`src/rtl/core/similar_char_pair_set_top_defines.svh`:
```
// Assertion macros for the similar character pair set RTL.
`ifndef SIMILAR_CHAR_PAIR_SET_TOP_DEFINES_SVH
`define SIMILAR_CHAR_PAIR_SET_TOP_DEFINES_SVH
`ifndef SYNTHESIS
// Same-cycle implication, disabled while in reset
`define SCPS_ASSERT_IMP(lbl, clk, rst, ante, cons) \
  lbl: assert property (@(posedge clk) disable iff (rst) (ante) |-> (cons)) \
    else $error("scps assertion failed");
// Next-cycle implication, disabled while in reset
`define SCPS_ASSERT_NXT(lbl, clk, rst, ante, cons) \
  lbl: assert property (@(posedge clk) disable iff (rst) (ante) |=> (cons)) \
    else $error("scps assertion failed");
`else
`define SCPS_ASSERT_IMP(lbl, clk, rst, ante, cons)
`define SCPS_ASSERT_NXT(lbl, clk, rst, ante, cons)
`endif
`endif

```
`src/rtl/core/scps_pkg.sv`:
```
// Shared types and constants for the similar character pair set.
`default_nettype none
package scps_pkg;

  // MurmurHash2 multiplier
  localparam logic [31:0] MH_M = 32'h5bd1e995;

  localparam int CODE_W = 64;
  localparam int LANES  = 2;
  localparam int QDEPTH = 2;

  typedef enum logic {
    OP_ADD  = 1'b0,
    OP_FIND = 1'b1
  } op_t;

  typedef struct packed {
    op_t               op;
    logic [CODE_W-1:0] code_a;
    logic [CODE_W-1:0] code_b;
  } cmd_t;

  typedef enum logic [2:0] {
    ST_CLEAR,
    ST_IDLE,
    ST_HASH,
    ST_INDEX,
    ST_WRITE_A,
    ST_WRITE_B,
    ST_READ,
    ST_RESULT
  } back_state_t;

  typedef enum logic [3:0] {
    HS_LO,
    HS_KMIX0,
    HS_SEED,
    HS_HI,
    HS_KMIX1,
    HS_FOLD,
    HS_FINAL,
    HS_MOD3,
    HS_MOD2,
    HS_MOD1,
    HS_MOD0
  } hash_step_t;

endpackage
`default_nettype wire

```
`src/rtl/core/scps_front.sv`:
```
// Front stage: accepts input items and decodes the operation.
`default_nettype none
module scps_front
  import scps_pkg::*;
(
  input  wire logic              clk,
  input  wire logic              rst,
  input  wire logic              in_valid,
  output logic                   in_ready,
  input  wire logic              in_mode,
  input  wire logic [CODE_W-1:0] in_code_a,
  input  wire logic [CODE_W-1:0] in_code_b,
  input  wire logic              hold,
  output logic                   out_valid,
  input  wire logic              out_ready,
  output cmd_t                   out_cmd
);

  logic vld;
  cmd_t cmd;

  // take a new item when not held and the stage is empty or drains this cycle
  assign in_ready  = (!vld || out_ready) && !hold;
  assign out_valid = vld;
  assign out_cmd   = cmd;

  // hold the decoded item until the queue takes it
  always_ff @(posedge clk) begin
    if (rst) begin
      vld <= 1'b0;
    end else if (in_valid && in_ready) begin
      vld <= 1'b1;
    end else if (out_ready) begin
      vld <= 1'b0;
    end
  end

  always_ff @(posedge clk) begin
    if (in_valid && in_ready) begin
      cmd.op     <= op_t'(in_mode);
      cmd.code_a <= in_code_a;
      cmd.code_b <= in_code_b;
    end
  end

endmodule
`default_nettype wire

```
`config.mk`:
```
export PLATFORM = sky130hd
export DESIGN_NAME = scps_front
export DESIGN_NICKNAME = d
export VERILOG_FILES = /design/src/rtl/core/similar_char_pair_set_top_defines.svh /design/src/rtl/core/scps_pkg.sv /design/src/rtl/core/scps_front.sv
export SDC_FILE = /design/constraint.sdc
export NUM_CORES = 1
export LEC_CHECK = 0
export BUFFER_PORTS_ARGS = -buffer_cell sky130_fd_sc_hd__buf_2
export CAP_MARGIN = 25
export CELL_PAD_IN_SITES_DETAIL_PLACEMENT = 1
export CELL_PAD_IN_SITES_GLOBAL_PLACEMENT = 1
export CORE_MARGIN = 2
export CORE_UTILIZATION = 29
export DETAILED_ROUTE_END_ITERATION = 6
export PLACE_DENSITY = 0.84
export REMOVE_ABC_BUFFERS = 1
export SETUP_SLACK_MARGIN = 0.05
export SYNTH_ARGS = -nofsm -noshare
export SYNTH_HDL_FRONTEND = slang
export SYNTH_SLANG_ARGS = --single-unit
export TNS_END_PERCENT = 5
```
`constraint.sdc`:
```
create_clock -name clk -period 6.4 [get_ports clk]
set_input_delay 0.32 -clock clk [delete_from_list [all_inputs] [get_ports clk]]
set_output_delay 0.32 -clock clk [all_outputs]
set_load 0.01 [all_outputs]
```
==> results list <==
* Arrival @ worst endpoint: 2.44 ns
- By startpoint and endpoint, the worst setup path is classified as register to register.
- After synthesis, the share of flip-flops with an asynchronous set or reset is 0%.
* Number of clock buffers inserted by TritonCTS: 17
* Seq. cell area: 3890 µm²
- Headroom to the max-slew limit came out at 45.5%.
* Upper clock frequency limit: 0.415 GHz
- The first global-routing pass estimated between 10000 and 15000 µm of wire.
- Dividing total power by cell area gives a power density of 324 nW/µm².
- Number of instances in the synthesized netlist: about 140
- For this run the aggregate overflow at the end of global routing stands at 0.
* Post-DR vias/cell: ~4
- The count of buffers added on input and output ports is 264.
- In this run, the combinational gates consume 5.9% of the power.
- Power Internal: 1560 µW
- Kind of start point of the critical path: register
- Entering global routing, the biggest net connects 66 pins.
* Setup Fix Bufs, Post-CTS: 0
* Period utilisation layout: between 30% and 40%
- The cell area that synthesis handed to floorplanning was between 3000 and 4000 µm².
- Via count: ~2500
* Worst hold path type: input pin to register
- The count of nets left with antenna violations once routing finished came out at 0.
- HPWL after detailed placement: between 7000 and 8000 µm
- The floorplan step defined a core boundary enclosing between 10000 and 15000 µm².
* Commonest cells in the netlist: edfxtp_1, nor2_1
* R2R setup slack: ~4.0 ns
- Across the VDD grid, the largest voltage drop is 0.154 mV.
- approximately 270 I/O pins were placed.
- Clock net sink count: 130
* Final wirelength: 10300 µm
- Horizontal die dimension: 120 µm
- Post-route worst hold slack: 0.0788 ns
* Cell with the most instances after synthesis: edfxtp_1
- DRC violation count after routing: 0
- Clk pwr share: 43.2%
* Fill cell total of the finished layout: 1394
- Fraction of post-synthesis cell area in the top cell type by area: 98.5%
- Reported max-cap violation count: 0
- Switching share of power: roughly a fifth
- The analysis attributes to cell leakage a power of 0.00253 µW.
- Initial Util: 29.7%
* Hold EP: out_valid
- STA classifies the critical path endpoint as a register.
- Clock latency on the worst-skew pair: approximately 0.40 ns
* Cell count of the worst hold path: 2
- Each instance of the synthesized netlist takes up on average about 29 µm².
* Switching power summed over all nets: 387 µW
- Worst reg2reg path endpoint: out_cmd[100]
- Warnings from Yosys: 0
* Post-placement setup slack: 3.83 ns
- The first TritonRoute pass finished after 4 iterations.
- Required time at the worst-slack endpoint: 6.43 ns
- Main synth FF type: edfxtp_1
* Number of cells on the worst reg-to-reg path: 4
* CTS tree: built
- The worst hold path begins at rst.
- Number of hold violations in the final report: 0
- For this block, the initial DRC count from the detailed router was 95.
- Number of antenna repair diodes: 0
- After layout, the minimum clock period comes to 2.41 ns.
- FF+latch count, synth: 130
- The critical path starts at out_valid.
* Final clock skew: 0.00491 ns
- After synthesis, the netlist uses 7 different library cells.
- Most area-hungry cell type in the Yosys netlist: edfxtp_1
* TNS Setup: 0 ns
- Detail-routed net length per standard cell: 16.8 µm
- After synthesis, flip-flops and latches occupy 99.0% of the total area.
- Setup repair after global routing left no endpoint under its margin.
- Fraction of final layout cells with drive strength greater than 1: about two thirds
- The startpoint identified for the worst register-to-register timing path is out_valid.
* Cts-stage hold buffer count: 0
* All-layer global routing usage: 14.1%
- Initial antenna violation count: 3
* Share of the core filled with cells: 45.4%
- The net count of the finished layout is 555.
- Register share of total power: 51.0%
* CTS-repair resized insts: 0
- Clock input transition at the sequential cells of the worst setup and hold paths: 0.05 ns
- After layout, the worst setup slack is around 4 ns.
- Critical-path maximum fanout: 65
- The run finished with clean final reports.
- In this run the core area contains 42 standard-cell rows.
- Sorting the synthesized cells by area gives the leading types as edfxtp_1, dfxtp_1, a21oi_2, nand2b_2, nor2_1.
* Transition time at the pin with the least slew margin: between 0.8 and 0.9 ns
- Count of final max-slew check failures: 0
- Clock buffer depth: 2
- Die Area: around 15000 µm²
- Cell chosen for the clock root: clkbuf_16
- The congestion estimate from routability-driven global placement came to 0.723.
- In this run the vertical extent of the chip is 120 µm.
* Multi-input gate area in the final layout: 45.0 µm²
* EDFF count, synth: 129
* H-tree levels: 4
- Via count of the first global-routing pass: 2746
* Total of endpoints with negative setup slack in the final report: 0
- Area growth from synthesis to final layout: 52.8%
## stage by stage
step	cell area, µm²	total power [µW]	instances
5_1_grt	6010	2020	609
2_1_floorplan	3930	1050	136
4_1_cts	6010	1970	609
3_5_place_dp	5500	1130	578
3_3_place_gp	5500	1120	578
6_report	6010	1950	609
## worst max-delay path, cell delays in order, from the launching register on
cell and delay (ns):
dfxtp_1 0.32, nor2b_1 0.17, nor2_4 0.10, buf_4 0.61, buf_4 0.74
## flip-flops by register name (all words and copies together) (netlist names)
| name | count |
|---|---|
| out_valid | 1 |
| out_cmd | 129 |
## how the worst max path moves through the flow
stage / depth (start not counted) / end / slack (ns)
floorplan: 2 / out_cmd[0] / -0.08
global placement: 5 / out_cmd[43] / 3.91
detailed placement: 5 / out_cmd[70] / 3.83
CTS: 4 / out_cmd[31] / 3.95
global route: 4 / out_cmd[102] / 3.77
finish: 4 / out_cmd[100] / 3.99
## routing by layer
metal	part of all wire [%]	wire length [µm]	track usage (%)
met3	13	1310	7.69
met4	1.9	191	6.54
met5	0.39	40	0
met1	35	3640	14.4
met2	50	5080	23.4
## final cells by class
class                      count  area share (%)
multi-input combinational      6           0.750
tap                          176            3.67
clock buffer                  23            7.46
sequential                   130            64.8
clock inverter                 8            1.06
timing repair buffer         266            22.2
## power groups by stage
| stage | Clock [µW] | Sequential, µW | Combinational (µW) |
|---|---|---|---|
| after CTS | 865 | 992 | 117 |
| after floorplan | 0 | 1030 | 13.7 |
| after detailed placement | 0 | 1010 | 117 |
| after global routing | 902 | 994 | 124 |
| after global placement | 0 | 1010 | 111 |
| final | 840 | 992 | 114 |
## cells by family after synthesis
group              Yosys count  share of synthesized area (%)
DFF                        130                           99.0
and+or+nand+nor              5                          0.732
AOI/OAI and AO/OA            1                          0.223
## cell usage in the layout, fill, tap and decap left out, drive strengths merged
cell,n
a21oi,1
buf,266
bufinv,1
clkbuf,23
clkinv,6
clkinvlp,1
dfxtp,1
edfxtp,129
nand2b,2
nor2,2
nor2b,1
(Power assumes the default switching activity.)
