### config.mk
export PLATFORM = sky130hd
export DESIGN_NAME = scps_hash
export DESIGN_NICKNAME = d
export VERILOG_FILES = /design/src/rtl/core/similar_char_pair_set_top_defines.svh /design/src/rtl/core/scps_pkg.sv /design/src/rtl/core/scps_hash.sv
export SDC_FILE = /design/constraint.sdc
export NUM_CORES = 2
export LEC_CHECK = 0
export ABC_AREA = 0
export CAP_MARGIN = 10
export CORE_ASPECT_RATIO = 1.4
export CORE_MARGIN = 2
export CORE_UTILIZATION = 70
export CTS_BUF_LIST = sky130_fd_sc_hd__clkbuf_8
export DETAILED_ROUTE_END_ITERATION = 10
export DONT_BUFFER_PORTS = 1
export PLACE_DENSITY = 0.85
export SKIP_CTS_REPAIR_TIMING = 1
export SLEW_MARGIN = 5
export SYNTH_ARGS = -nofsm -noshare
export SYNTH_HDL_FRONTEND = slang
export SYNTH_SLANG_ARGS = --single-unit
### constraint.sdc
create_clock -name clk -period 19.9 [get_ports clk]
set_input_delay 3.98 -clock clk [delete_from_list [all_inputs] [get_ports clk]]
set_output_delay 3.98 -clock clk [all_outputs]
set_load 0.1 [all_outputs]
### src/rtl/core/similar_char_pair_set_top_defines.svh
// Assertion macros for the similar character pair set RTL.
`ifndef SIMILAR_CHAR_PAIR_SET_TOP_DEFINES_SVH
`define SIMILAR_CHAR_PAIR_SET_TOP_DEFINES_SVH
`ifndef SYNTHESIS
// Same-cycle implication, disabled while in reset
`define SCPS_ASSERT_IMP(lbl, clk, rst, ante, cons) \
  lbl: assert property (@(posedge clk) disable iff (rst) (ante) |-> (cons)) \
    else $error("scps assertion failed");
// Next-cycle implication, disabled while in reset
`define SCPS_ASSERT_NXT(lbl, clk, rst, ante, cons) \
  lbl: assert property (@(posedge clk) disable iff (rst) (ante) |=> (cons)) \
    else $error("scps assertion failed");
`else
`define SCPS_ASSERT_IMP(lbl, clk, rst, ante, cons)
`define SCPS_ASSERT_NXT(lbl, clk, rst, ante, cons)
`endif
`endif

### src/rtl/core/scps_pkg.sv
// Shared types and constants for the similar character pair set.
`default_nettype none
package scps_pkg;

  // MurmurHash2 multiplier
  localparam logic [31:0] MH_M = 32'h5bd1e995;

  localparam int CODE_W = 64;
  localparam int LANES  = 2;
  localparam int QDEPTH = 2;

  typedef enum logic {
    OP_ADD  = 1'b0,
    OP_FIND = 1'b1
  } op_t;

  typedef struct packed {
    op_t               op;
    logic [CODE_W-1:0] code_a;
    logic [CODE_W-1:0] code_b;
  } cmd_t;

  typedef enum logic [2:0] {
    ST_CLEAR,
    ST_IDLE,
    ST_HASH,
    ST_INDEX,
    ST_WRITE_A,
    ST_WRITE_B,
    ST_READ,
    ST_RESULT
  } back_state_t;

  typedef enum logic [3:0] {
    HS_LO,
    HS_KMIX0,
    HS_SEED,
    HS_HI,
    HS_KMIX1,
    HS_FOLD,
    HS_FINAL,
    HS_MOD3,
    HS_MOD2,
    HS_MOD1,
    HS_MOD0
  } hash_step_t;

endpackage
`default_nettype wire

### src/rtl/core/scps_hash.sv
// Sequenced MurmurHash2 of both codes with byte-wise modulo reduction.
`default_nettype none
module scps_hash
  import scps_pkg::*;
#(
  parameter int MATRIX_SIZE = 256,
  localparam int HW = $clog2(MATRIX_SIZE),
  localparam int RW = HW + 1
)(
  input  wire logic                    clk,
  input  wire logic                    rst,
  input  wire logic                    start,
  input  wire logic [LANES*CODE_W-1:0] codes,
  input  wire logic [31:0]             seed,
  output logic                         done,
  output logic [LANES*HW-1:0]          hashes
);

  localparam logic [RW-1:0] MOD_C = RW'(MATRIX_SIZE);

  logic       busy;
  hash_step_t step;
  hash_step_t step_next;

  // step sequence: seven multiplies, then four remainder bytes
  always_comb begin
    unique case (step)
      HS_LO:    step_next = HS_KMIX0;
      HS_KMIX0: step_next = HS_SEED;
      HS_SEED:  step_next = HS_HI;
      HS_HI:    step_next = HS_KMIX1;
      HS_KMIX1: step_next = HS_FOLD;
      HS_FOLD:  step_next = HS_FINAL;
      HS_FINAL: step_next = HS_MOD3;
      HS_MOD3:  step_next = HS_MOD2;
      HS_MOD2:  step_next = HS_MOD1;
      HS_MOD1:  step_next = HS_MOD0;
      HS_MOD0:  step_next = HS_LO;
      default:  step_next = HS_LO;
    endcase
  end

  // sequencer control
  always_ff @(posedge clk) begin
    if (rst) begin
      busy <= 1'b0;
      step <= HS_LO;
      done <= 1'b0;
    end else begin
      done <= busy && (step == HS_MOD0);
      if (start) begin
        busy <= 1'b1;
        step <= HS_LO;
      end else if (busy) begin
        step <= step_next;
        if (step == HS_MOD0) begin
          busy <= 1'b0;
        end
      end
    end
  end

  for (genvar gl = 0; gl < LANES; gl++) begin : g_lane
    logic [CODE_W-1:0] code_q;
    logic [31:0]       t_q;
    logic [31:0]       h_q;
    logic [RW-1:0]     rem_q;
    logic [31:0]       mul_in;
    logic [31:0]       prod;
    logic [7:0]        byte_sel;
    logic [RW-1:0]     rem_acc;

    // select the multiplier operand for this step
    always_comb begin
      unique case (step) inside
        HS_LO:              mul_in = code_q[31:0];
        HS_KMIX0, HS_KMIX1: mul_in = t_q ^ (t_q >> 24);
        HS_SEED:            mul_in = seed ^ 32'd8;
        HS_HI:              mul_in = code_q[63:32];
        HS_FOLD:            mul_in = h_q;
        HS_FINAL:           mul_in = h_q ^ (h_q >> 13);
        default:            mul_in = '0;
      endcase
      prod = mul_in * MH_M;
    end

    // reduce one hash byte, most significant first
    always_comb begin
      unique case (step) inside
        HS_MOD3: byte_sel = h_q[31:24];
        HS_MOD2: byte_sel = h_q[23:16];
        HS_MOD1: byte_sel = h_q[15:8];
        default: byte_sel = h_q[7:0];
      endcase
      rem_acc = (step == HS_MOD3) ? '0 : rem_q;
      for (int j = 7; j >= 0; j--) begin
        rem_acc = {rem_acc[RW-2:0], byte_sel[j]};
        if (rem_acc >= MOD_C) begin
          rem_acc = rem_acc - MOD_C;
        end
      end
    end

    // latch the code and update the lane registers
    always_ff @(posedge clk) begin
      if (start) begin
        code_q <= codes[gl*CODE_W +: CODE_W];
      end else if (busy) begin
        unique case (step) inside
          HS_LO, HS_KMIX0, HS_HI, HS_KMIX1: t_q <= prod;
          HS_SEED, HS_FOLD:                  h_q <= prod ^ t_q;
          HS_FINAL:                          h_q <= prod ^ (prod >> 15);
          default:                           rem_q <= rem_acc;
        endcase
      end
    end

    assign hashes[gl*HW +: HW] = rem_q[HW-1:0];
  end

endmodule
`default_nettype wire

==> impl_metrics.toml <==
[synthesis]
synth.ff_latch_count = 278
netlist_area_before_placement_mm2 = 0.0301
synth-edff-count = 272
syn_avg_cell_area_um2 = 10.8
yosys_most_used_dff = "sky130_fd_sc_hd__edfxtp_1"
synth_cell_type_count = 69
synthesis.nets = 3744
yosysSeqAreaShare = 0.275
synthesis.instances = 2782
async_flop_share = 0
yosys_warnings = 0

[worst_hold_path]
min_delay_path_depth = 2
min_delay_worst_endpoint = "done"
timing.hold.worst.start = "busy"
timing.hold.worst.class = "reg2reg"

[clock_tree]
cts.sinks = 278
ctsLongestPathBuffers = 3
worst_skew_pair.late_latency_ns = 0.66
cts.clk_slew.worst_paths_ns = 0.06
ctsHtreeMaxLevel = 2
clock-root-buffer = "sky130_fd_sc_hd__clkbuf_8"
numCtsBuffers = 46
cts_tree = "built"

[global_routing]
antenna_violations_before_repair = 8
grt_pass1_wl_um = 136000
overall_fraction_of_global_route_tracks_in_use = 0.422
grt_pass1_vias = 23900
grt_overflow = 0
grt_max_degree = 135

[place]
io_buffers = 0
gpl.final_weighted_congestion = 1.01
post-dp-hpwl_um = 71400
placed_cells_incl_taps = 3297

[timing]
max_slew.worst_pin.slew_ns = 1.16
fin_worst_skew_ns = 0.0723
finalHoldWorstSlack_ns = 0.627
finalCritPeriodShare = 0.579
max_slew_margin = 0.227
grt_setup_unrepaired = "no"
maxSlewViolCount = 0
period_needed_ns = 11.52
final_hold_viol_count = 0
timing_limited_maximum_frequency_mhz = 86.8
number_of_failing_setup_endpoints_in_the_final_timing_report = 0
tns_ns = 0

[die]
die_area_mm2 = 0.0448
chipHeight_um = 250
io-pin-count = 180
design.core.area_mm2 = 0.0428
std_cell_rows = 90
floorplan.initialDensity = 0.705
die_width_um = 179

[route]
number_of_violations_reported_at_the_end_of_detailed_routing_iteration_0 = 2277
via_per_inst = 6.35
antenna_left = 0
post_drt_wl_per_cell_um = 26.8
vias = 21500
routed_wl_um = 90900
drt_pre_antenna_iters = 11
drc = 4

[setup_path]
path_max_fanout = 8
critical_path_class = "in2reg"
number_of_cells_traversed_by_the_worst_register_to_register_path = 30
critPathSlowestCell = "sky130_fd_sc_hd__a222oi_1"
start_kind = "input pin"
worst_path_largest_cell_delay_ns = 0.69
critical-path-top-delay-family = "adder cells"
timing.rr.start = "step[2]"
crit_path_arrival_time_ns = 11.89
rr_endpoint = "g_lane[1].h_q[16]"
worstPathRequired_ns = 20.28
cp.buffers_inverters = 6
critPathCaptureType = "register"
rrSetupSlack_ns = 9.46

[final_layout]
layout-area-overhead-vs-synth_pct = 5.28
nets = 3755
layout.core_utilization = 0.742
layout.cells.most_common = "sky130_fd_sc_hd__inv_1"
fillerInstances = 2835
fin_cells = 3385
drive_above_1_share = 0.0453
most-common-layout-cells = "sky130_fd_sc_hd__inv_1, sky130_fd_sc_hd__ha_1, sky130_fd_sc_hd__fa_1, sky130_fd_sc_hd__edfxtp_1, sky130_fd_sc_hd__nand2_1"

[status]
violated_checks = "DRC"
outcome = "finished with violations"

[flow_run]
drv_cap = 0
==> layer usage <==
metal	share of wire	wire length [µm]	vias to the layer above	track usage
met3	0.092	8330	572	0.0970
li1	-	-	9138	-
met5	0.00012	11	-	0
met1	0.29	26600	10400	0.426
met4	0.13	11600	2	0.427
met2	0.49	44300	1393	0.689
==> per-stage QoR <==
| stage | cell area [µm²] | worst slack [ns] |
|---|---|---|
| 2_1_floorplan | 30100 | 9.10 |
| 3_3_place_gp | 30800 | 7.99 |
| 3_5_place_dp | 30800 | 7.82 |
| 4_1_cts | 31700 | 8.46 |
| 5_1_grt | 31700 | 8.07 |
| 6_report | 31700 | 8.38 |
==> worst reg2reg max path: cells and delay by family, from the launching register on <==
kind / cells / cell delay [ns]
compound gates: 3 / 0.53
simple gates: 3 / 1.67
flops: 1 / 0.75
fa+ha+maj: 8 / 4.01
buf+inv: 6 / 1.13
xor+xnor: 10 / 2.14
==> cells in the mapped netlist, types with 7 or more instances <==
cell type / instances / area (µm²)
sky130_fd_sc_hd__inv_1: 732 / 2750
sky130_fd_sc_hd__ha_1: 437 / 5470
sky130_fd_sc_hd__fa_1: 362 / 7250
sky130_fd_sc_hd__edfxtp_1: 272 / 8170
sky130_fd_sc_hd__nand2_1: 158 / 593
sky130_fd_sc_hd__xnor2_1: 144 / 1260
sky130_fd_sc_hd__o21ai_0: 77 / 385
sky130_fd_sc_hd__xor2_1: 53 / 464
sky130_fd_sc_hd__clkbuf_1: 49 / 184
sky130_fd_sc_hd__a21oi_1: 48 / 240
sky130_fd_sc_hd__nor2_1: 43 / 161
sky130_fd_sc_hd__a222oi_1: 37 / 370
sky130_fd_sc_hd__a22oi_1: 37 / 278
sky130_fd_sc_hd__nand3_1: 32 / 160
sky130_fd_sc_hd__mux2i_1: 29 / 290
sky130_fd_sc_hd__a21o_1: 23 / 173
sky130_fd_sc_hd__nand4_1: 20 / 125
sky130_fd_sc_hd__and2_1: 16 / 100
sky130_fd_sc_hd__o21a_1: 16 / 120
sky130_fd_sc_hd__nor3_1: 15 / 75.1
sky130_fd_sc_hd__o21ai_1: 14 / 70.1
sky130_fd_sc_hd__a221oi_1: 11 / 96.3
sky130_fd_sc_hd__a211oi_1: 10 / 75.1
sky130_fd_sc_hd__a211o_1: 9 / 78.8
sky130_fd_sc_hd__nor2b_1: 9 / 56.3
sky130_fd_sc_hd__a32o_1: 8 / 80.1
sky130_fd_sc_hd__nand3b_1: 8 / 60.1
sky130_fd_sc_hd__o211ai_1: 7 / 52.6
==> state kept, by name, summed over array words and instances (netlist names) <==
register	count
g_lane.code_q	128
g_lane.h_q	64
g_lane.t_q	64
g_lane.rem_q	16
step	4
busy	1
done	1
==> logic make-up after synthesis <==
kind of cell | synth area share
adders and majority gates | 0.422
buffers and inverters | 0.100
AOI/OAI and AO/OA | 0.0835
and+or+nand+nor | 0.0507
DFF | 0.275
xor gates and xnor gates | 0.0589
muxes | 0.0100
==> final cells by class <==
cell class	instances	area, µm²	area share
multi-input combinational	1708	18900	0.595
sequential	278	8290	0.261
clock buffer	46	633	0.0199
clock inverter	35	290	0.00915
tap	552	691	0.0218
timing repair buffer	27	203	0.00639
antenna	7	17.5	0.000552
inverter	732	2750	0.0866
==> worst max-delay path by stage <==
stage | start | to | slack (ns) | cells after the start
final | seed[15] | g_lane[1].h_q[16] | 8.38 | 29
after detailed placement | seed[7] | g_lane[1].h_q[16] | 7.82 | 27
after CTS | seed[7] | g_lane[1].h_q[16] | 8.46 | 27
after global routing | seed[7] | g_lane[0].h_q[7] | 8.07 | 25
after global placement | seed[7] | g_lane[1].h_q[16] | 7.99 | 27
after floorplan | seed[7] | g_lane[0].h_q[16] | 9.10 | 27
Power is not shown: default switching activity piles up to over one toggle a cycle in this logic, so the estimate is an artifact.
