`src/rtl/core/similar_char_pair_set_top_defines.svh`:
```
// Assertion macros for the similar character pair set RTL.
`ifndef SIMILAR_CHAR_PAIR_SET_TOP_DEFINES_SVH
`define SIMILAR_CHAR_PAIR_SET_TOP_DEFINES_SVH
`ifndef SYNTHESIS
// Same-cycle implication, disabled while in reset
`define SCPS_ASSERT_IMP(lbl, clk, rst, ante, cons) \
  lbl: assert property (@(posedge clk) disable iff (rst) (ante) |-> (cons)) \
    else $error("scps assertion failed");
// Next-cycle implication, disabled while in reset
`define SCPS_ASSERT_NXT(lbl, clk, rst, ante, cons) \
  lbl: assert property (@(posedge clk) disable iff (rst) (ante) |=> (cons)) \
    else $error("scps assertion failed");
`else
`define SCPS_ASSERT_IMP(lbl, clk, rst, ante, cons)
`define SCPS_ASSERT_NXT(lbl, clk, rst, ante, cons)
`endif
`endif

```
`src/rtl/core/scps_pkg.sv`:
```
// Shared types and constants for the similar character pair set.
`default_nettype none
package scps_pkg;

  // MurmurHash2 multiplier
  localparam logic [31:0] MH_M = 32'h5bd1e995;

  localparam int CODE_W = 64;
  localparam int LANES  = 2;
  localparam int QDEPTH = 2;

  typedef enum logic {
    OP_ADD  = 1'b0,
    OP_FIND = 1'b1
  } op_t;

  typedef struct packed {
    op_t               op;
    logic [CODE_W-1:0] code_a;
    logic [CODE_W-1:0] code_b;
  } cmd_t;

  typedef enum logic [2:0] {
    ST_CLEAR,
    ST_IDLE,
    ST_HASH,
    ST_INDEX,
    ST_WRITE_A,
    ST_WRITE_B,
    ST_READ,
    ST_RESULT
  } back_state_t;

  typedef enum logic [3:0] {
    HS_LO,
    HS_KMIX0,
    HS_SEED,
    HS_HI,
    HS_KMIX1,
    HS_FOLD,
    HS_FINAL,
    HS_MOD3,
    HS_MOD2,
    HS_MOD1,
    HS_MOD0
  } hash_step_t;

endpackage
`default_nettype wire

```
`src/rtl/core/scps_queue.sv`:
```
// Short command queue between the front and back stages.
`default_nettype none
module scps_queue
  import scps_pkg::*;
(
  input  wire logic clk,
  input  wire logic rst,
  input  wire logic push_valid,
  output logic      push_ready,
  input  wire cmd_t push_cmd,
  output logic      pop_valid,
  input  wire logic pop,
  output cmd_t      pop_cmd
);

  localparam int AW = $clog2(QDEPTH);
  localparam int CNTW = $clog2(QDEPTH + 1);

  cmd_t            entry [QDEPTH];
  logic [AW-1:0]   wr_ptr;
  logic [AW-1:0]   rd_ptr;
  logic [CNTW-1:0] count;
  logic            do_push;
  logic            do_pop;

  assign push_ready = (count != CNTW'(QDEPTH));
  assign pop_valid  = (count != '0);
  assign pop_cmd    = entry[rd_ptr];
  assign do_push    = push_valid && push_ready;
  assign do_pop     = pop && pop_valid;

  // advance pointers and occupancy
  always_ff @(posedge clk) begin
    if (rst) begin
      wr_ptr <= '0;
      rd_ptr <= '0;
      count  <= '0;
    end else begin
      if (do_push) begin
        wr_ptr <= wr_ptr + 1'b1;
      end
      if (do_pop) begin
        rd_ptr <= rd_ptr + 1'b1;
      end
      if (do_push && !do_pop) begin
        count <= count + 1'b1;
      end else if (do_pop && !do_push) begin
        count <= count - 1'b1;
      end
    end
  end

  // store the pushed item
  always_ff @(posedge clk) begin
    if (do_push) begin
      entry[wr_ptr] <= push_cmd;
    end
  end

endmodule
`default_nettype wire

```
`config.mk`:
```
export PLATFORM = sky130hd
export DESIGN_NAME = scps_queue
export DESIGN_NICKNAME = d
export VERILOG_FILES = /design/src/rtl/core/similar_char_pair_set_top_defines.svh /design/src/rtl/core/scps_pkg.sv /design/src/rtl/core/scps_queue.sv
export SDC_FILE = /design/constraint.sdc
export NUM_CORES = 1
export LEC_CHECK = 0
export ABC_AREA = 1
export BUFFER_PORTS_ARGS = -buffer_cell sky130_fd_sc_hd__buf_2
export CAP_MARGIN = 0
export CORE_ASPECT_RATIO = 0.6
export CORE_MARGIN = 4
export CORE_UTILIZATION = 50
export DETAILED_ROUTE_END_ITERATION = 6
export GPL_ROUTABILITY_DRIVEN = 0
export GPL_TIMING_DRIVEN = 0
export MAX_ROUTING_LAYER = met4
export PLACE_DENSITY = 0.82
export SYNTH_ARGS = -nofsm -noshare
export SYNTH_HDL_FRONTEND = slang
export SYNTH_SLANG_ARGS = --single-unit
```
`constraint.sdc`:
```
create_clock -name clk -period 11.99 [get_ports clk]
set_clock_uncertainty 0.05 [all_clocks]
set_input_delay 0.5995 -clock clk [delete_from_list [all_inputs] [get_ports clk]]
set_output_delay 0.5995 -clock clk [all_outputs]
set_load 0.02 [all_outputs]
```
==> results of run 1 <==
==> worst register-to-register path: stages, from the launching register on <==
cell	delay (ps)
dfxtp_1	320
inv_1	90
nand2_1	110
nand2_1	170
nor2_4	490
buf_16	260
buf_12	240
==> flip-flops by register name, indices dropped and copies added (netlist names), named ones only <==
name    flops
wr_ptr      1
count       2
rd_ptr      1
entry     258
==> cells by family (layout without fill, tap and decap cells) <==
family,Yosys count,count (layout),share of synthesized area
AOI/OAI and AO/OA,4,4,0.00209
adders and majority gates,1,1,0.00130
buffers and inverters,22,336,0.0189
DFF,263,263,0.818
muxes,129,129,0.151
other,0,3,0
and+or+nand+nor,19,19,0.00796
==> layout make-up <==
type | instances | area, um2 | share of cell area
Buffer | 14 | 151 | 0.0124
Tap cell | 240 | 300 | 0.0245
Timing Repair Buffer | 271 | 1480 | 0.121
Inverter | 8 | 30.0 | 0.00245
Antenna cell | 3 | 7.51 | 0.000614
Multi-Input combinational cell | 153 | 1580 | 0.129
Sequential cell | 263 | 7850 | 0.642
Clock inverter | 16 | 201 | 0.0165
Clock buffer | 27 | 633 | 0.0518
==> cells in the final DEF, fill, tap and decap left out, drive strengths merged <==
master    instances
dfxtp             5
nand2             9
edfxtp          258
nand3             2
inv               8
clkinv           10
clkbuf           27
buf             285
nor2              7
ha                1
clkinvlp          1
a21oi             2
mux2            129
diode             3
bufinv            5
nand4             1
o21ai             2
==> per-stage QoR <==
stage / setup slack [ps] / hold WS [ps] / cells / instance area [um2] / utilization
6_report: 9510 / 229 / 995 / 12200 / 0.663
3_5_place_dp: 9760 / 445 / 949 / 11400 / 0.617
3_3_place_gp: 3020 / 429 / 941 / 11200 / 0.608
4_1_cts: 9460 / 210 / 992 / 12200 / 0.663
2_1_floorplan: 5260 / 415 / 438 / 9590 / -
5_1_grt: 9420 / 208 / 995 / 12200 / 0.663
==> path summary, 6_finish.rpt <==
check | end | slack [ps] | depth (start not counted)
max | pop_cmd[75] | 9510 | 4
min | entry[1][87] | 230 | 1
max reg2reg | entry[1][96] | 9930 | 6
min reg2reg | flip-flop | 460 | 2
==> Yosys cell counts (all sizes together) <==
master	number	area, um2
nand2	9	33.8
inv	8	30.0
dfxtp	5	100
a21oi	2	10.0
buf	14	151
nor2	7	26.3
nand4	1	6.26
nand3	2	10.0
edfxtp	258	7750
o21ai	2	10.0
mux2	129	1450
ha	1	12.5
==> power breakdown <==
part / leakage [nW] / internal, mW / total, mW / switching [mW]
logic: 1.75 / 0.278 / 0.703 / 0.425
clock network: 0.409 / 0.486 / 0.801 / 0.315
registers: 2.45 / 1.16 / 1.19 / 0.0304
==> metal layers <==
metal / vias up / track usage / wire, um
met5: - / - / 0
met4: 0 / 0.0389 / 383
met3: 30 / 0.0677 / 2110
met2: 242 / 0.297 / 9510
met1: 2513 / 0.241 / 8190
li1: 2326 / - / -
==> impl_metrics.py, run 1 <==
metrics = {
    "run_status": {
        "status": "finished, final reports clean",
    },
    "clock_network": {
        "clkLatencyLatePin_ps": 500,
        "ctsResizeCount": 0,
        "clockBufferDepth": 3,
        "cts_buffers": 24,
        "cts-root-buf": "clkbuf_16",
        "cts_max_level": 1,
        "clkSinkCount": 263,
        "cts_tree": "done",
        "postCtsSetupBuffers": 0,
        "clk_pin_slew_ps": 70,
        "cts_hold_buf": 0,
    },
    "setup_path": {
        "r2r-start": "count[0]",
        "cp_cell_sequence": "buf_6 > buf_6 > mux2_2 > buf_2",
        "path_buf_inv": 3,
        "cpMostUsedCell": "buf_6",
        "worst_ep_arrival_time_ps": 1830,
        "path_class": "flip-flop to output pin",
        "endpoint_kind": "output pin",
        "crit_family": "buffers and inverters",
        "start_kind": "flip-flop",
        "cp_slowest_cell": "dfxtp_1",
        "crit_required_ps": 11340,
        "crit_fanout": 10,
        "cpPeakStageDelay_ps": 400,
    },
    "floorplanning": {
        "start_util": 0.520,
        "rows": 38,
        "die_h_um": 115,
        "die_w_um": 187,
        "ioPinCount": 264,
        "coreArea_um2": 18400,
        "die_area_um2": 21500,
    },
    "hold_path": {
        "worstHoldStart": "push_cmd[87]",
        "hp-class": "input pin to flip-flop",
    },
    "cells_and_area": {
        "fillCellCount": 1221,
        "drive_above_1_share": 0.601,
        "finalNetCount": 869,
        "area_growth_pct": 27.5,
    },
    "pwr": {
        "vdd_drop_max_mv": 0.137,
        "leakage_nw": 4.61,
        "power.density_nw_per_um2": 220,
        "power.total_mw": 2.69,
    },
    "yosys": {
        "ys_ff_latch": 263,
        "seq_area_frac_synth": 0.818,
        "syn_area_um2": 9590,
        "synth_nets": 572,
        "yosysWarnings": 0,
        "netlist_instances": 438,
        "synth_area_per_cell_um2": 21.9,
        "yosys.cell_types.count": 13,
    },
    "sta": {
        "worst_pin_slew_ps": 561,
        "final.setup.tns_ps": 0,
        "fmax_ghz": 0.403,
        "setup_viol": 0,
        "slew_headroom": 0.625,
        "slew_viol_final": 0,
        "rsz0062_at_grt": "false",
        "period_needed_ps": 2480,
        "post-route-period-util": 0.207,
        "final-hold-violation-count": 0,
    },
    "detailed_routing": {
        "routed_wl_um": 20200,
        "drc": 0,
        "vias": 5111,
        "via_per_inst": 5.14,
        "drtIter0Drc": 375,
        "ant_nets": 0,
        "dr.pass1.iters": 5,
        "avgRoutedWirePerCell_um": 20.3,
    },
    "grt": {
        "grt_pass1_vias": 5533,
        "overflow": 0,
        "grt_max_degree": 35,
        "grt_use_total": 0.188,
        "grt_first_pass_wirelength_um": 30800,
        "antenna_found_initial": 3,
    },
    "flow_run": {
        "cap_viol_max_count": 0,
    },
    "place": {
        "place_hpwl_um": 14200,
        "portBuffers": 263,
    },
}
(Power assumes the default switching activity.)
==> run 2: changes to the inputs <==
- clock period: 11.99 -> 2.5 ns (I/O delays scaled with it)
==> run 2 against run 1 <==
  * Via count up 14%
  * Sequential cell count did not move
  * Utilization rose by 6.7 points
  * Largest cell class unchanged
  * Routed wire length grew 16%
  * Highest routed layer unchanged
  * Combinational power rose to 5.1 times the previous value
  * Sequential power grew to 4.8 times the previous value
  * Die area stayed put
  * Count of clock-buffer cells in the layout increased by 2
  * Critical endpoint is now entry[0][79]
  * Critical path depth grew 2
  * Worst hold slack better by 57 ps
  * Non-clock buffer count grew 130
==> impl_metrics.py, run 2 (synthesis results as in run 1) <==
metrics = {
    "run_status": {
        "status": "finished, final reports clean",
    },
    "detailed_routing": {
        "routed_wl_um": 23500,
        "drc": 0,
        "via_per_inst": 5.20,
        "vias": 5837,
        "avgRoutedWirePerCell_um": 20.9,
        "dr.pass1.iters": 5,
        "ant_nets": 0,
        "drtIter0Drc": 364,
    },
    "sta": {
        "slew_viol_final": 0,
        "period_needed_ps": 2340,
        "whs_ps": 286,
        "setup_viol": 0,
        "slew_headroom": 0.299,
        "worst_pin_slew_ps": 1050,
        "rsz0062_at_grt": "false",
        "fmax_ghz": 0.427,
        "post-route-period-util": 0.937,
        "final-hold-violation-count": 0,
        "setup_ws_ps": 158,
    },
    "setup_path": {
        "start_kind": "flip-flop",
        "crit_required_ps": 2640,
        "cp_cell_sequence": "inv_2 > nand2_4 > nand2_4 > nor2_4 > buf_12 > buf_12",
        "cpPeakStageDelay_ps": 790,
        "cp_slowest_cell": "nor2_4",
        "path_buf_inv": 3,
        "endpoint_kind": "flip-flop",
        "crit_family": "simple AND/OR/NAND/NOR gates",
        "worst_ep_arrival_time_ps": 2480,
        "crit_fanout": 35,
        "path_class": "flip-flop to flip-flop",
    },
    "floorplanning": {
        "die_w_um": 187,
        "rows": 38,
        "ioPinCount": 264,
        "die_area_um2": 21500,
        "die_h_um": 115,
        "start_util": 0.520,
        "coreArea_um2": 18400,
    },
    "place": {
        "portBuffers": 263,
        "place_ws_ps": 140,
        "place_hpwl_um": 14200,
    },
    "cells_and_area": {
        "top_regs": "entry x258, count x2",
        "post-route-util": 0.730,
        "drive_above_1_share": 0.515,
        "finalNetCount": 999,
        "final_common_cell": "buf_2",
        "layout_common_cells": "buf_2, edfxtp_1, dlygate4sd3_1, mux2_2, clkbuf_16",
        "top_register": "entry",
        "largest_reg_flops": 258,
        "area_growth_pct": 40.5,
        "fillCellCount": 1064,
    },
    "pwr": {
        "power.total_mw": 13.0,
        "power.density_nw_per_um2": 965,
        "leakage_nw": 5.13,
        "vdd_drop_max_mv": 0.731,
    },
    "clock_network": {
        "clockBufferDepth": 3,
        "cts_max_level": 1,
        "clk_pin_slew_ps": 70,
        "cts_tree": "done",
        "cts-root-buf": "clkbuf_16",
        "postCtsSetupBuffers": 0,
        "clkLatencyLatePin_ps": 500,
        "clkSinkCount": 263,
        "cts_buffers": 24,
    },
    "grt": {
        "antenna_found_initial": 1,
        "grt_pass1_vias": 6387,
        "grt_first_pass_wirelength_um": 36000,
        "grt_max_degree": 36,
        "grt_use_total": 0.220,
        "overflow": 0,
    },
    "hold_path": {
        "hp-class": "input pin to flip-flop",
    },
    "flow_run": {
        "cap_viol_max_count": 0,
    },
}
==> run 2: worst paths after layout <==
kind / startpoint / to / slack [ps] / cells after the start
hold reg to reg: rd_ptr / flip-flop / 470 / 2
hold / removal: push_cmd[5] / entry[1][5] / 290 / 2
setup / recovery: count[0] / entry[0][79] / 160 / 6
setup reg to reg: count[0] / entry[0][79] / 160 / 6
==> run 2: area by class of cell <==
class                      count  area [um2]  area share
antenna                        1        2.50    0.000186
buffer                        14         151      0.0112
clock buffer                  29         641      0.0476
clock inverter                14         148      0.0110
inverter                       8        30.0     0.00223
multi-input combinational    153        1590       0.118
sequential                   263        7850       0.583
tap                          240         300      0.0223
timing repair buffer         401        2760       0.205
==> run 2: through the flow <==
stage	cell area, um2	std cells	TNS, ps
after floorplan	9620	438	-111380
after global placement	11200	941	-294810
after detailed placement	11400	947	0
after CTS	13500	1122	0
after global routing	13500	1123	0
final	13500	1123	0
==> run 2: where the power goes <==
part	internal, mW	switching (mW)
sequential	5.57	0.173
combinational	1.45	2.13
clock	2.14	1.54
total	9.16	3.84
==> run 2: what timing repair did <==
| action | CTS | global route |
|---|---|---|
| hold endpoints to repair | 263 | 0 |
| hold buffers | 132 | 0 |
| resized for setup | 0 | 0 |
| endpoints found under the setup margin | 0 | 30 |
==> run 2: per-layer routing <==
layer  part of all wire  vias up  GRT usage
li1                   -     2582          -
met1               0.38     2872      0.263
met2               0.50      341      0.381
met3              0.098       42     0.0646
met4              0.018        0     0.0458
met5                  0        -          -
